## src/design/bkv_pkg.sv

```systemverilog
package bkv_pkg;

	// field widths
	localparam int unsigned CNT_W    = 6;
	localparam int unsigned NUM_W    = 64;
	localparam int unsigned STATUS_W = 3;
	localparam int unsigned CLASS_W  = 2;
	localparam int unsigned MATCH_W  = 3;

	// parameter defaults
	localparam int unsigned FRAME_BYTES_DEF = 40;
	localparam int unsigned KEY_BYTES_DEF   = 16;

	// input opcodes
	localparam logic OP_BYTE     = 1'b0;
	localparam logic OP_LINE_ERR = 1'b1;

	// result status codes
	localparam logic [STATUS_W-1:0] ST_OK        = 3'd0;
	localparam logic [STATUS_W-1:0] ST_FORMAT    = 3'd1;
	localparam logic [STATUS_W-1:0] ST_KEY_ERR   = 3'd2;
	localparam logic [STATUS_W-1:0] ST_RANGE_ERR = 3'd3;
	localparam logic [STATUS_W-1:0] ST_OTHER_KEY = 3'd4;

	// key classes
	localparam logic [CLASS_W-1:0] KC_OTHER = 2'd0;
	localparam logic [CLASS_W-1:0] KC_ODO   = 2'd1;
	localparam logic [CLASS_W-1:0] KC_Q4ODO = 2'd2;

	// characters
	localparam logic [7:0] CH_LBRACK = 8'h5B;
	localparam logic [7:0] CH_RBRACK = 8'h5D;
	localparam logic [7:0] CH_COMMA  = 8'h2C;
	localparam logic [7:0] CH_ZERO   = 8'h30;
	localparam logic [7:0] CH_NINE   = 8'h39;

	// key match progress
	localparam logic [MATCH_W-1:0] MATCH_FAIL    = 3'd7;
	localparam logic [MATCH_W-1:0] ODO_LEN       = 3'd3;
	localparam logic [MATCH_W-1:0] Q4ODO_LEN     = 3'd6;

	typedef struct packed {
		logic               in_frame;
		logic [CNT_W-1:0]   stored_count;
		logic               comma_seen;
		logic [CNT_W-1:0]   key_count;
		logic [MATCH_W-1:0] odo_match;
		logic [MATCH_W-1:0] q4odo_match;
		logic [NUM_W-1:0]   accumulator;
		logic [CNT_W-1:0]   digit_count;
		logic               value_bad;
	} frame_state_t;

	typedef struct packed {
		logic [STATUS_W-1:0] status;
		logic [CLASS_W-1:0]  key_class;
		logic [CNT_W-1:0]    key_len;
		logic [NUM_W-1:0]    number;
	} frame_result_t;

	function automatic logic [7:0] odo_char(input logic [MATCH_W-1:0] idx);
		logic [7:0] c;
		case (idx)
			3'd0:    c = 8'h6F; // o
			3'd1:    c = 8'h64; // d
			default: c = 8'h6F; // o
		endcase
		return c;
	endfunction

	function automatic logic [7:0] q4odo_char(input logic [MATCH_W-1:0] idx);
		logic [7:0] c;
		case (idx)
			3'd0:    c = 8'h71; // q
			3'd1:    c = 8'h34; // 4
			3'd2:    c = 8'h5F; // _
			3'd3:    c = 8'h6F; // o
			3'd4:    c = 8'h64; // d
			default: c = 8'h6F; // o
		endcase
		return c;
	endfunction

	function automatic logic [MATCH_W-1:0] match_next(
		input logic [MATCH_W-1:0] prog,
		input logic [MATCH_W-1:0] len,
		input logic [7:0]         expect_c,
		input logic [7:0]         b
	);
		logic [MATCH_W-1:0] r;
		if (prog >= len || expect_c != b) begin
			r = MATCH_FAIL;
		end else begin
			r = prog + MATCH_W'(1);
		end
		return r;
	endfunction

endpackage

```

## src/design/bkv_step.sv

```systemverilog
module bkv_step import bkv_pkg::*; #(
	parameter int unsigned FRAME_BYTES = FRAME_BYTES_DEF,
	parameter int unsigned KEY_BYTES   = KEY_BYTES_DEF
) (
	input  frame_state_t  cur,
	input  logic          op,
	input  logic [7:0]    rx_byte,
	output frame_state_t  nxt,
	output logic          emit,
	output frame_result_t result
);

	localparam logic [CNT_W-1:0] STORE_MAX = CNT_W'(FRAME_BYTES - 1);
	localparam logic [CNT_W-1:0] KEY_MAX   = CNT_W'(KEY_BYTES);

	logic [NUM_W+3:0] acc_x10;
	logic [NUM_W+3:0] acc_next;
	logic             is_digit;

	// acc*10 + digit, overflow shows in the top nibble
	assign acc_x10  = ({4'b0, cur.accumulator} << 3) + ({4'b0, cur.accumulator} << 1);
	assign acc_next = acc_x10 + (NUM_W+4)'(rx_byte - CH_ZERO);
	assign is_digit = (rx_byte >= CH_ZERO) && (rx_byte <= CH_NINE);

	always_comb begin
		nxt    = cur;
		emit   = 1'b0;
		result = '0;
		if (op == OP_LINE_ERR) begin
			nxt = '0;
		end else begin
			if (rx_byte == CH_LBRACK) begin
				nxt          = '0;
				nxt.in_frame = 1'b1;
			end
			if (nxt.in_frame) begin
				if (nxt.stored_count >= STORE_MAX) begin
					nxt = '0;
				end else begin
					nxt.stored_count = nxt.stored_count + CNT_W'(1);
					if (rx_byte == CH_RBRACK) begin
						emit = 1'b1;
						if (!nxt.comma_seen) begin
							result.status = ST_FORMAT;
						end else begin
							result.key_len = nxt.key_count;
							if (nxt.key_count == '0 || nxt.key_count >= KEY_MAX) begin
								result.status = ST_KEY_ERR;
							end else begin
								if (nxt.odo_match == ODO_LEN) begin
									result.key_class = KC_ODO;
								end else if (nxt.q4odo_match == Q4ODO_LEN) begin
									result.key_class = KC_Q4ODO;
								end
								if (result.key_class == KC_OTHER) begin
									result.status = ST_OTHER_KEY;
								end else if (nxt.digit_count == '0 || nxt.value_bad) begin
									result.status = ST_RANGE_ERR;
								end else begin
									result.status = ST_OK;
									result.number = nxt.accumulator;
								end
							end
						end
						nxt = '0;
					end else if (rx_byte != CH_LBRACK) begin
						if (!nxt.comma_seen) begin
							if (rx_byte == CH_COMMA) begin
								nxt.comma_seen = 1'b1;
							end else begin
								if (nxt.key_count != '1) begin
									nxt.key_count = nxt.key_count + CNT_W'(1);
								end
								nxt.odo_match = match_next(cur.odo_match, ODO_LEN,
									odo_char(cur.odo_match), rx_byte);
								nxt.q4odo_match = match_next(cur.q4odo_match, Q4ODO_LEN,
									q4odo_char(cur.q4odo_match), rx_byte);
							end
						end else begin
							if (nxt.digit_count != '1) begin
								nxt.digit_count = nxt.digit_count + CNT_W'(1);
							end
							if (!cur.value_bad) begin
								if (!is_digit || acc_next[NUM_W+3:NUM_W] != 4'd0) begin
									nxt.value_bad = 1'b1;
								end else begin
									nxt.accumulator = acc_next[NUM_W-1:0];
								end
							end
						end
					end
				end
			end
		end
	end

endmodule

```

## config.mk

```make
export PLATFORM = sky130hd
export DESIGN_NAME = bkv_step
export DESIGN_NICKNAME = d
export VERILOG_FILES = /design/src/design/bkv_pkg.sv /design/src/design/bkv_step.sv
export SDC_FILE = /design/constraint.sdc
export NUM_CORES = 1
export LEC_CHECK = 0
export ABC_AREA = 0
export BUFFER_PORTS_ARGS = -buffer_cell sky130_fd_sc_hd__buf_2
export CAP_MARGIN = 15
export CORE_UTILIZATION = 35
export DETAILED_ROUTE_END_ITERATION = 8
export SLEW_MARGIN = 5
export SYNTH_ARGS = -nofsm -noshare
export SYNTH_HDL_FRONTEND = slang
export SYNTH_SLANG_ARGS = --single-unit
```

## constraint.sdc

```tcl
create_clock -name vclk -period 10.6
set_clock_uncertainty 0.15 [all_clocks]
set_input_delay 1.59 -clock vclk [all_inputs]
set_output_delay 1.59 -clock vclk [all_outputs]
set_load 0.005 [all_outputs]
```

# ---- Word level (Yosys, flattened, before mapping)
# Index checks and enable logic that the tools add are counted.
dict set report classes {
  reduce_logical 12
  n_mux 61
  addsub 8
  n_eq_ne 14
  n_lt_le_gt_ge 6
}
# op n
set op_table {}
lappend op_table {{$mux W91} 5}
lappend op_table {{$mux W64} 5}
lappend op_table {{$mux W75} 4}
lappend op_table {{$mux W84} 2}
lappend op_table {{$mux W8} 14}
lappend op_table {{$mux W72} 1}
lappend op_table {{$mux W71} 1}
lappend op_table {{$add A67 B65 Y68} 1}
lappend op_table {{$add A68 B68 Y68} 1}
lappend op_table {{$pmux W7 S4} 1}
lappend op_table {{$mux W2} 10}
lappend op_table {{$add A6 B1 Y6 const B} 3}
lappend op_table {{$eq A8 B7 Y1 const B} 2}
lappend op_table {{$ne A8 B8 Y1} 2}
lappend op_table {{$mux W3} 5}
lappend op_table {{$mux W13} 1}
lappend op_table {{$logic_not A6 Y1} 2}
lappend op_table {{$mux W12} 1}
lappend op_table {{$mux W6} 2}
lappend op_table {{$ne A6 B6 Y1 const B} 2}
lappend op_table {{$sub A8 B6 Y9 const B} 1}
lappend op_table {{$eq A8 B6 Y1 const B} 1}
lappend op_table {{$ge A8 B6 Y1 const B} 1}
lappend op_table {{$le A8 B6 Y1 const B} 1}
lappend op_table {{18 further kinds} 32}
dict set report word_totals {
  word_cells 101
  register_bits 0
  in_bits 100
}

# ---- Longest topological paths before layout
# Gate-level depths: netlist of the first run.
dict set report logic_depth {
  depth_word 20
  mapped_depth 18
}

# ---- Worst setup path before layout of the first run
# OpenSTA, ideal clock, no wires.
dict set report synth_path {
  kind {input port to output port}
  startpoint {in rx_byte[6]}
  endpoint {out nxt[20] (netlist bit)}
  slack_ns 0.190
  cell_stages 17
  path_buffers 4
  required_ns 8.860
  t_arrival_ns 8.670
  cell_sequence {buf_2 or2_2 nor2_1 fa_1 ha_1 buf_4 a21o_1 o31a_1 nor4bb_2 nand4b_4 a31oi_1 a221oi_2 and3_1 buf_6 buf_12 mux2i_1 nor2_1}
}
# element line
set synth_lines {}
lappend synth_lines {{start, declared} bkv_step.sv:7} ;# input logic [7:0] rx_byte,
lappend synth_lines {{end, declared} bkv_step.sv:8} ;# output frame_state_t nxt,

==> summary.md, run 1 <==
| Metric | Value |
|---|---|
| Postcts setup bufs | 0 |
| Gr ovfl total | 0 |
| Post-synthesis net count | 1460 |
| Final Wtd Congestion | 0.963 |
| Fmax achieved | 109 MHz |
| Final Cycle Share | 86.6% |
| Worst slack at placement | 1470 ps |
| Detailed Route Iter0 Violations | 735 |
| Vias in the first global route | about 9500 |
| Antenna violations before repair | 1 |
| Worst Hold Path Cells | 3 |
| Yosys cell types | 84 |
| First-pass GRT wire length | roughly 51000 um |
| Clock period minus final worst setup slack | 9180 ps |
| Syn avg cell area | around 7.2 um2 |
| RSZ-0062 raised after global routing | false |
| GR Util All Layers | about a quarter |
| Power per standard cell area | 78.7 nW/um2 |
| Slew HR | 42.3% |
| Area of the core | 24300 um2 |
| Filler cells | 2664 |
| Final nets | 1657 |
| PnR Total Power | 0.000794 W |
| Routed Antenna Nets | 0 |
| Hold Crit Class | input port to primary output |
| Final HPWL DP | 26600 um |
| Num sequential | 0 |
| Critical path data required time | 8860 ps |
| Maximum VDD drop | between 0.03 and 0.04 mV |
| Starting Density | 35.7% |
| Commonest non-fill, non-tap cell in the layout | buf_2 |
| Synth warnings | 0 |
| Port buffer count | 267 |
| Setup TNS Final | 0 ps |
| # DRC | 0 |
| Syn-to-layout area delta | 16.2% |
| WL/cell | 18.6 um |
| DRT Wirelength | 32200 um |
| Worst EP arrival | 7440 ps |
| Run status | finished clean |
| Antenna cells | 0 |
| Commonest cells after routing, fill and taps aside | 267 x buf_2, 125 x nor2_1, 108 x a21oi_1, 107 x nand2_1, 84 x ha_1 |
| Cts repair resizes | 0 |
| Setup crit end kind | primary output |
| Seq/Total Area, Yosys | 0% |
| Clock buffers | 0 |
| Final Worst Setup Slack | 1420 ps |
| Die ar. | 25400 um2 |
| Mapped Area | 8680 um2 |
| Cts hold-fix bufs | 0 |
| Fin. max-slew vios | 0 |
| Largest net degree at the start of global routing | 58 |
| Hold Startpoint | cur[85] |
| Worst setup SP type | input port |
| Crit path max fanout | 27 |
| LEAKAGE | 4.62 nW |
| Final Hold Fails | 0 |
| Mapped Cells | between 1000 and 1500 |
| Vias after detailed routing | 9784 |
| IO Pins | between 200 and 300 |
| Pre-antenna DRT Iters | 5 |
| Worst slew pin tran | 866 ps |
| Path type of the worst setup path | input port to primary output |
| Die height | 160 um |
| Rows | 57 |
| MaxCap Viol Count | 0 |
| Via density | ~5.6 |
| Hold Path End | nxt[85] |
| Setup violations, final | 0 |
| Share of post-route cells with drive strength above 1 | 22.2% |
| Chip width | 160 um |
| Reg area | 0 um2 |
| Hold WS | 3370 ps |
## worst max-delay path by stage
stage | start | to | slack [ps] | cells after the start
6_report | rx_byte[6] | nxt[28] | 1420 | 18
4_1_cts | rx_byte[6] | nxt[28] | 1450 | 18
3_5_place_dp | rx_byte[6] | nxt[28] | 1470 | 18
2_1_floorplan | rx_byte[6] | nxt[20] | 190 | 17
3_3_place_gp | rx_byte[6] | nxt[32] | 1630 | 18
5_1_grt | rx_byte[6] | nxt[37] | 980 | 18
## report_power, final
group / total, W / leakage (nW) / internal (W) / switching, W
logic: 0.000794 / 4.62 / 0.000302 / 0.000492
registers: 0 / 0 / 0 / 0
clock network: 0 / 0 / 0 / 0
## metrics by stage
step,instance area (um2),util (%),instances
6_report,10100,41.5,1732
5_1_grt,10100,41.5,1732
4_1_cts,10100,41.4,1731
3_5_place_dp,10100,41.4,1731
3_3_place_gp,10100,41.4,1731
2_1_floorplan,8680,-,1213
## synthesized netlist by cell type, types with 9 or more instances
| cell | instances | share of area [%] |
|---|---|---|
| nor2_1 | 127 | 5.5 |
| a21oi_1 | 108 | 6.2 |
| nand2_1 | 107 | 4.6 |
| ha_1 | 84 | 12 |
| and2_1 | 77 | 5.5 |
| fa_1 | 63 | 15 |
| o21ai_0 | 61 | 3.5 |
| xnor2_1 | 46 | 4.6 |
| inv_1 | 41 | 1.8 |
| nor3_1 | 41 | 2.4 |
| buf_2 | 39 | 2.2 |
| mux2i_1 | 39 | 4.5 |
| nand4_1 | 38 | 2.7 |
| clkbuf_1 | 29 | 1.3 |
| nand3_1 | 26 | 1.5 |
| xor2_1 | 21 | 2.1 |
| a21o_1 | 18 | 1.6 |
| o21ai_1 | 15 | 0.86 |
| o21bai_1 | 15 | 1.3 |
| a31oi_1 | 14 | 1.0 |
| o21a_1 | 14 | 1.2 |
| a211oi_1 | 13 | 1.1 |
| and3_1 | 12 | 0.86 |
| nor4_1 | 11 | 0.79 |
| o2bb2ai_1 | 9 | 0.91 |
## worst max-delay path, cell delays in order
cell and delay (ps):
buf_2 150, or2_2 350, nor2_4 430, buf_4 450
fa_1 480, ha_1 400, a21oi_1 280, o21ai_0 190
nor2_1 120, nor4bb_2 540, nand4b_4 270, a31oi_1 120
a221oi_2 350, and3_2 820, buf_4 410, mux2i_1 240
nor2_1 60, buf_2 150
## layer usage
layer  track usage [%]  routed length (um)  part of all wire (%)
met3              1.80                1690                   5.2
met4              4.02                 561                   1.7
met1              33.8               14700                    46
met2              42.5               15200                    47
met5                 0                  13                 0.040
## cell type report
cell class                      instances  area (um2)  area share [%]
Multi-Input combinational cell       1092        8110            80.4
Timing Repair Buffer                  275        1420            14.0
Inverter                               41         154            1.53
Tap cell                              324         405            4.02
## logic make-up after synthesis
family                     synth area share [%]
xor gates and xnor gates                   6.76
adders and majority gates                  26.6
and+or+nand+nor                            29.3
buffers and inverters                      6.82
muxes                                      4.50
AOI/OAI and AO/OA                          26.0
No activity file was read; power rests on OpenSTA's default activity.
==> inputs of run 2 (changes only) <==
Settings changed: CORE_UTILIZATION 35 to 50, MAX_ROUTING_LAYER set to met4, PLACE_DENSITY set to 0.81.
==> run 2 against run 1 <==
  * Wire length is 7.8% lower
  * Critical path depth stayed put
  * Largest power group unchanged
  * Core utilization is 18 points higher
  * Die area is 30% lower
  * Critical path type unchanged
  * Largest cell class unchanged
  * Worst setup slack better by 650 ps
  * First-iteration DRC count is 12% lower
==> summary.md, run 2 (same netlist as run 1, synthesis figures left out) <==
| Metric | Value |
|---|---|
| Die ar. | 17900 um2 (was 25400 um2) |
| Fin. max-slew vios | 0 (unchanged) |
| Placed Instances | 1629 (was 1731) |
| Postcts setup bufs | 0 (unchanged) |
| Rows | 47 (was 57) |
| Multi-input gate area | 8110 um2 (unchanged) |
| Worst setup SP type | input port (unchanged) |
| Final Hold Fails | 0 (unchanged) |
| Setup crit end kind | primary output (unchanged) |
| Final core utilization | 59.3% (was 41.5%) |
| Antenna cells | 0 (unchanged) |
| GR Util All Layers | 33.2% (was 24.6%) |
| Fmax achieved | 117 MHz (was 109 MHz) |
| Setup violations, final | 0 (unchanged) |
| WL/cell | 18.2 um (was 18.6 um) |
| Vias in the first global route | 9241 (was 9477) |
| IO Pins | 267 (unchanged) |
| First-pass GRT wire length | 47400 um (was 51500 um) |
| Largest stage delay, worst path | 530 ps (was 820 ps) |
| Vias after detailed routing | 9858 (was 9784) |
| Share of post-route cells with drive strength above 1 | 22.2% (about the same) |
| Die height | 134 um (was 160 um) |
| Clock buffers | 0 (unchanged) |
| Slew HR | 24.4% (was 42.3%) |
| Port buffer count | 267 (unchanged) |
| Final Wtd Congestion | 1.03 (was 0.963) |
| Power per standard cell area | 78.6 nW/um2 (was 78.7 nW/um2) |
| Pre-antenna DRT Iters | 5 (unchanged) |
| Commonest cells after routing, fill and taps aside | 267 x buf_2, 125 x nor2_1, 108 x a21oi_1, 107 x nand2_1, 84 x ha_1 (unchanged) |
| Final nets | 1658 (was 1657) |
| Worst EP arrival | 6790 ps (was 7440 ps) |
| Area of the core | 16800 um2 (was 24300 um2) |
| PnR Total Power | 0.000782 W (was 0.000794 W) |
| Crit path max-delay family | simple AND/OR/NAND/NOR gates (unchanged) |
| Num sequential | 0 (unchanged) |
| MaxCap Viol Count | 0 (unchanged) |
| Syn-to-layout area delta | 14.6% (was 16.2%) |
| Crit path max fanout | 35 (was 27) |
| Largest net degree at the start of global routing | 58 (unchanged) |
| Detailed Route Iter0 Violations | 650 (was 735) |
| Maximum VDD drop | 0.0390 mV (was 0.0337 mV) |
| Cts repair resizes | 0 (unchanged) |
| Starting Density | 51.8% (was 35.7%) |
| Non-Filler Instances | 1629 (was 1732) |
| Worst slew pin tran | 1130 ps (was 866 ps) |
| Antenna violations before repair | 0 (was 1) |
| Hold Crit Class | input port to primary output (unchanged) |
| Final Cycle Share | 80.5% (was 86.6%) |
| Critical path data required time | 8860 ps (about the same) |
| Routed Antenna Nets | 0 (unchanged) |
| Setup TNS Final | 0 ps (unchanged) |
| Worst-path cell chain | buf_2 > or2_2 > nor2_4 > buf_4 > fa_1 > ha_1 > nand4_2 > nor4_1 > nand3_1 > o22ai_1 > a22o_1 > a211oi_1 > a221oi_2 > and3_2 > buf_4 > mux2i_1 > nor2_1 > buf_2 (was buf_2 > or2_2 > nor2_4 > buf_4 > fa_1 > ha_1 > a21oi_1 > o21ai_0 > nor2_1 > nor4bb_2 > nand4b_4 > a31oi_1 > a221oi_2 > and3_2 > buf_4 > mux2i_1 > nor2_1 > buf_2) |
| Gr ovfl total | 0 (unchanged) |
| Path type of the worst setup path | input port to primary output (unchanged) |
| Chip width | 134 um (was 160 um) |
| Clock period minus final worst setup slack | 8530 ps (was 9180 ps) |
| Cts hold-fix bufs | 0 (unchanged) |
| LEAKAGE | 4.62 nW (about the same) |
| Via density | 6.05 (was 5.65) |
| Final HPWL DP | 24300 um (was 26600 um) |
| CP max stage cell | fa_1 (was and3_2) |
| RSZ-0062 raised after global routing | false (unchanged) |
| Reg area | 0 um2 (unchanged) |
| Run status | finished clean (unchanged) |
| Commonest non-fill, non-tap cell in the layout | buf_2 (unchanged) |
| Filler cells | 1675 (was 2664) |
| Hold WS | 3340 ps (was 3370 ps) |
| # DRC | 0 (unchanged) |
| DRT Wirelength | 29700 um (was 32200 um) |
| Crit path buffers/inverters | 4 (unchanged) |
-- run 2: cell types whose count changed in the layout (fill, tap and decap cells not counted), sizes merged --
cell	previous run	this run
buf	275	276
-- run 2: tightest hold or removal path, cell delays in order --
cell and delay [ps]:
buf_2 100, a22o_1 110, buf_2 100
-- run 2: metal layers --
layer / vias up / track usage, % / share of wire (%)
met3: 53 / 1.74 / 6.8
li1: 4769 / - / -
met4: 0 / 7.95 / 2.5
met1: 4610 / 42.6 / 43
met5: - / - / 0
met2: 426 / 57.1 / 48
-- run 2: where the power goes --
| part | switching, W | total, W | internal [W] |
|---|---|---|---|
| Clock | 0 | 0 | 0 |
| Sequential | 0 | 0 | 0 |
| Combinational | 0.000479 | 0.000782 | 0.000303 |
| Total | 0.000479 | 0.000782 | 0.000303 |
-- run 2: worst paths after layout --
path | from | end | slack [ps] | cells after the start
worst min-delay path | cur[85] | nxt[85] | 3340 | 3
worst max-delay path | rx_byte[6] | nxt[69] | 2070 | 18
-- run 2: cell type report --
type                       count  area share, %
inverter                      41           1.55
multi-input combinational   1092           81.6
tap                          220           2.77
timing repair buffer         276           14.1
-- run 2: metrics by stage --
stage / worst slack, ps / area, um2
finish: 2070 / 9950
global route: 1710 / 9950
CTS: 2080 / 9950
detailed placement: 2110 / 9950
global placement: 2230 / 9950
floorplan: 190 / 8680
==> inputs of run 3 (changes only) <==
Settings changed: ABC_AREA 0 to 1, CORE_UTILIZATION 50 to 58, PLACE_DENSITY 0.81 to 0.86.
Clock period 10.6 ns to 8 ns, I/O delays scaled along.
==> run 3 against run 2 <==
  * The run now ends with design-rule violations left
  * First-iteration DRC count rose by 150%
  * Synthesized cell count rose by 64%
  * Global-route usage rose by 14 points
  * Sequential cell count did not move
  * Wire length rose by 53%
  * Via count rose by 52%
  * Count of clock-buffer cells in the layout did not move
  * Critical path depth rose by 7
  * Core utilization rose by 8.3 points
  * Worst hold slack got worse by 810 ps
  * Cell count rose by 48%
  * Highest routed layer unchanged
==> summary.md, run 3 <==
| Metric | Value |
|---|---|
| Run status | complete, but fails checks (was finished clean) |
| Failing checks | design-rule violations |
| Wl on met1 | 18000 um (was 12700 um) |
| Cts repair resizes | 0 (unchanged) |
| Hold Path End | nxt[77] (was nxt[85]) |
| Syn-to-layout area delta | 12.7% (was 14.6%) |
| Crit path max fanout | 49 (was 35) |
| Cell taking the most area after synthesis | nand2_1 (was fa_1) |
| Clock buffers | 0 (unchanged) |
| Commonest non-fill, non-tap cell in the layout | nand2_1 (was buf_2) |
| Largest net degree at the start of global routing | 57 (was 58) |
| Commonest cells after routing, fill and taps aside | 613 x nand2_1, 267 x buf_2, 228 x inv_1, 195 x nor2_1, 188 x a21oi_1 (was 267 x buf_2, 125 x nor2_1, 108 x a21oi_1, 107 x nand2_1, 84 x ha_1) |
| # DRC | 23 (was 0) |
| Num sequential | 0 (unchanged) |
| Cts hold-fix bufs | 0 (unchanged) |
| Clock period minus final worst setup slack | 7480 ps |
| Setup crit end kind | primary output (unchanged) |
| Placed Instances | 2417 (was 1629) |
| Fmax achieved | 134 MHz |
| Critical path data required time | 6650 ps (was 8860 ps) |
| Pre-antenna DRT Iters | 9 (was 5) |
| Die height | 139 um (was 134 um) |
| Final Wtd Congestion | 1.10 (was 1.03) |
| WL/cell | 18.7 um (was 18.2 um) |
| Antenna cells | 0 (unchanged) |
| Gr ovfl total | 0 (unchanged) |
| Top routing layer in use | met4 (unchanged) |
| Yosys cell types | 57 (was 84) |
| Final Cycle Share | 93.5% |
| Slew HR | 25.6% (was 24.4%) |
| Path type of the worst setup path | input port to primary output (unchanged) |
| Final Worst Setup Slack | 517 ps (was 2070 ps) |
| Setup TNS Final | 0 ps (unchanged) |
| Chip width | 139 um (was 134 um) |
| Worst slack at placement | 664 ps (was 2110 ps) |
| Via density | 6.18 (was 6.05) |
| Hold WS | 2530 ps (was 3340 ps) |
| WL met3 | 5280 um (was 2030 um) |
| Routed Antenna Nets | 0 (unchanged) |
| Setup violations, final | 0 (unchanged) |
| Hold Startpoint | cur[77] (was cur[85]) |
| Top-count cell post-synth | nand2_1 (was nor2_1) |
| Vias in the first global route | 13700 (was 9241) |
| Fin. max-slew vios | 0 (unchanged) |
| Hold Crit Class | input port to primary output (unchanged) |
| Die ar. | 19400 um2 (was 17900 um2) |
| Synth top cells by count | 614 x nand2_1, 230 x inv_1, 198 x nor2_1 (was 127 x nor2_1, 108 x a21oi_1, 107 x nand2_1) |
| Worst slew pin tran | 1110 ps (was 1130 ps) |
| Mapped Area | 10900 um2 (was 8680 um2) |
| CP max stage cell | inv_4 (was fa_1) |
| IO Pins | 267 (unchanged) |
| Reg area | 0 um2 (unchanged) |
| DRT Wirelength | 45200 um (was 29700 um) |
| Mapped Cells | 1987 (was 1213) |
| Non-Filler Instances | 2418 (was 1629) |
| Final Hold Fails | 0 (unchanged) |
| Power per standard cell area | 101 nW/um2 (was 78.6 nW/um2) |
| Main area contributors after synthesis | nand2_1 21%, fa_1 12%, ha_1 9.6% (was fa_1 15%, ha_1 12%, a21oi_1 6.2%) |
| Synth warnings | 0 (unchanged) |
| Largest stage delay, worst path | 530 ps (about the same) |
| Worst setup SP type | input port (unchanged) |
| Worst Hold Path Cells | 3 (unchanged) |
| Vias after detailed routing | 14900 (was 9858) |
| First-pass GRT wire length | 71800 um (was 47400 um) |
| MaxCap Viol Count | 0 (unchanged) |
| Area of the core | 18200 um2 (was 16800 um2) |
| Final nets | 2438 (was 1658) |
| Worst EP arrival | 6130 ps (was 6790 ps) |
| Maximum VDD drop | 0.0645 mV (was 0.0390 mV) |
| GR Util All Layers | 47.4% (was 33.2%) |
| LEAKAGE | 6.61 nW (was 4.62 nW) |
| Critical path's most frequent cell | nand2_1 |
| Final HPWL DP | 36100 um (was 24300 um) |
| Rows | 49 (was 47) |
| Seq/Total Area, Yosys | 0% (unchanged) |
| Syn avg cell area | 5.50 um2 (was 7.16 um2) |
| RSZ-0062 raised after global routing | false (unchanged) |
| Area share of the leading cell type in the synthesized netlist | 21.1% (was 14.5%) |
| Share of post-route cells with drive strength above 1 | 15.8% (was 22.2%) |
| Port buffer count | 267 (unchanged) |
| Post-synthesis net count | 2234 (was 1460) |
| Design area | 12300 um2 (was 9950 um2) |
| Detailed Route Iter0 Violations | 1619 (was 650) |
| Antenna violations before repair | 0 (unchanged) |
| Wire length on met2 | 19600 um (was 14200 um) |
| Postcts setup bufs | 0 (unchanged) |
| Starting Density | 60.0% (was 51.8%) |
| DP Area | 12300 um2 (was 9950 um2) |
==> run 3: metal layers <==
| metal | vias up | track usage, % |
|---|---|---|
| met5 | - | - |
| met4 | 0 | 19.6 |
| met3 | 208 | 6.57 |
| met2 | 1045 | 73.0 |
| met1 | 6754 | 62.0 |
| li1 | 6940 | - |
==> run 3: critical path, delay by kind of cell <==
family / cells / cell delay (ps)
adders and majority gates: 3 / 1130
and+or+nand+nor: 11 / 1350
AOI/OAI and AO/OA: 6 / 1090
buffers and inverters: 5 / 1290
==> run 3: area by class of cell <==
class                           instances  area [um2]
Tap cell                              229         287
Fill cell                            1796        5900
Timing Repair Buffer                  284        1480
Inverter                              240         907
Multi-Input combinational cell       1665        9640
==> run 3: where the power goes <==
group / internal [W] / total (W) / leakage, nW / switching [W]
clock network: 0 / 0 / 0 / 0
registers: 0 / 0 / 0 / 0
logic: 0.000414 / 0.00124 / 6.61 / 0.000827
total: 0.000414 / 0.00124 / 6.61 / 0.000827
==> run 3: worst max path at each step <==
| stage | startpoint | to | slack, ps | cells after the start |
|---|---|---|---|---|
| 5_1_grt | rx_byte[6] | nxt[56] | 170 | 27 |
| 3_5_place_dp | rx_byte[4] | nxt[66] | 660 | 26 |
| 3_3_place_gp | rx_byte[4] | nxt[66] | 790 | 26 |
| 4_1_cts | rx_byte[4] | nxt[66] | 640 | 26 |
| 6_report | rx_byte[4] | nxt[66] | 520 | 25 |
| 2_1_floorplan | rx_byte[4] | nxt[8] | 400 | 24 |
==> run 3: cell families (layout without fill, tap and decap cells) <==
kind of cell	count (synthesis)	count (layout)	synth area share, %
compound gates	444	444	23.7
xor+xnor	55	55	4.41
fa+ha+maj	147	147	21.2
buf+inv	322	524	11.9
simple gates	1019	1019	38.9
==> run 3: through the flow <==
stage               total power, W  util (%)
floorplan                 0.000816         -
global placement           0.00118      67.6
detailed placement         0.00119      67.6
CTS                        0.00120      67.6
global route               0.00136      67.6
finish                     0.00124      67.6
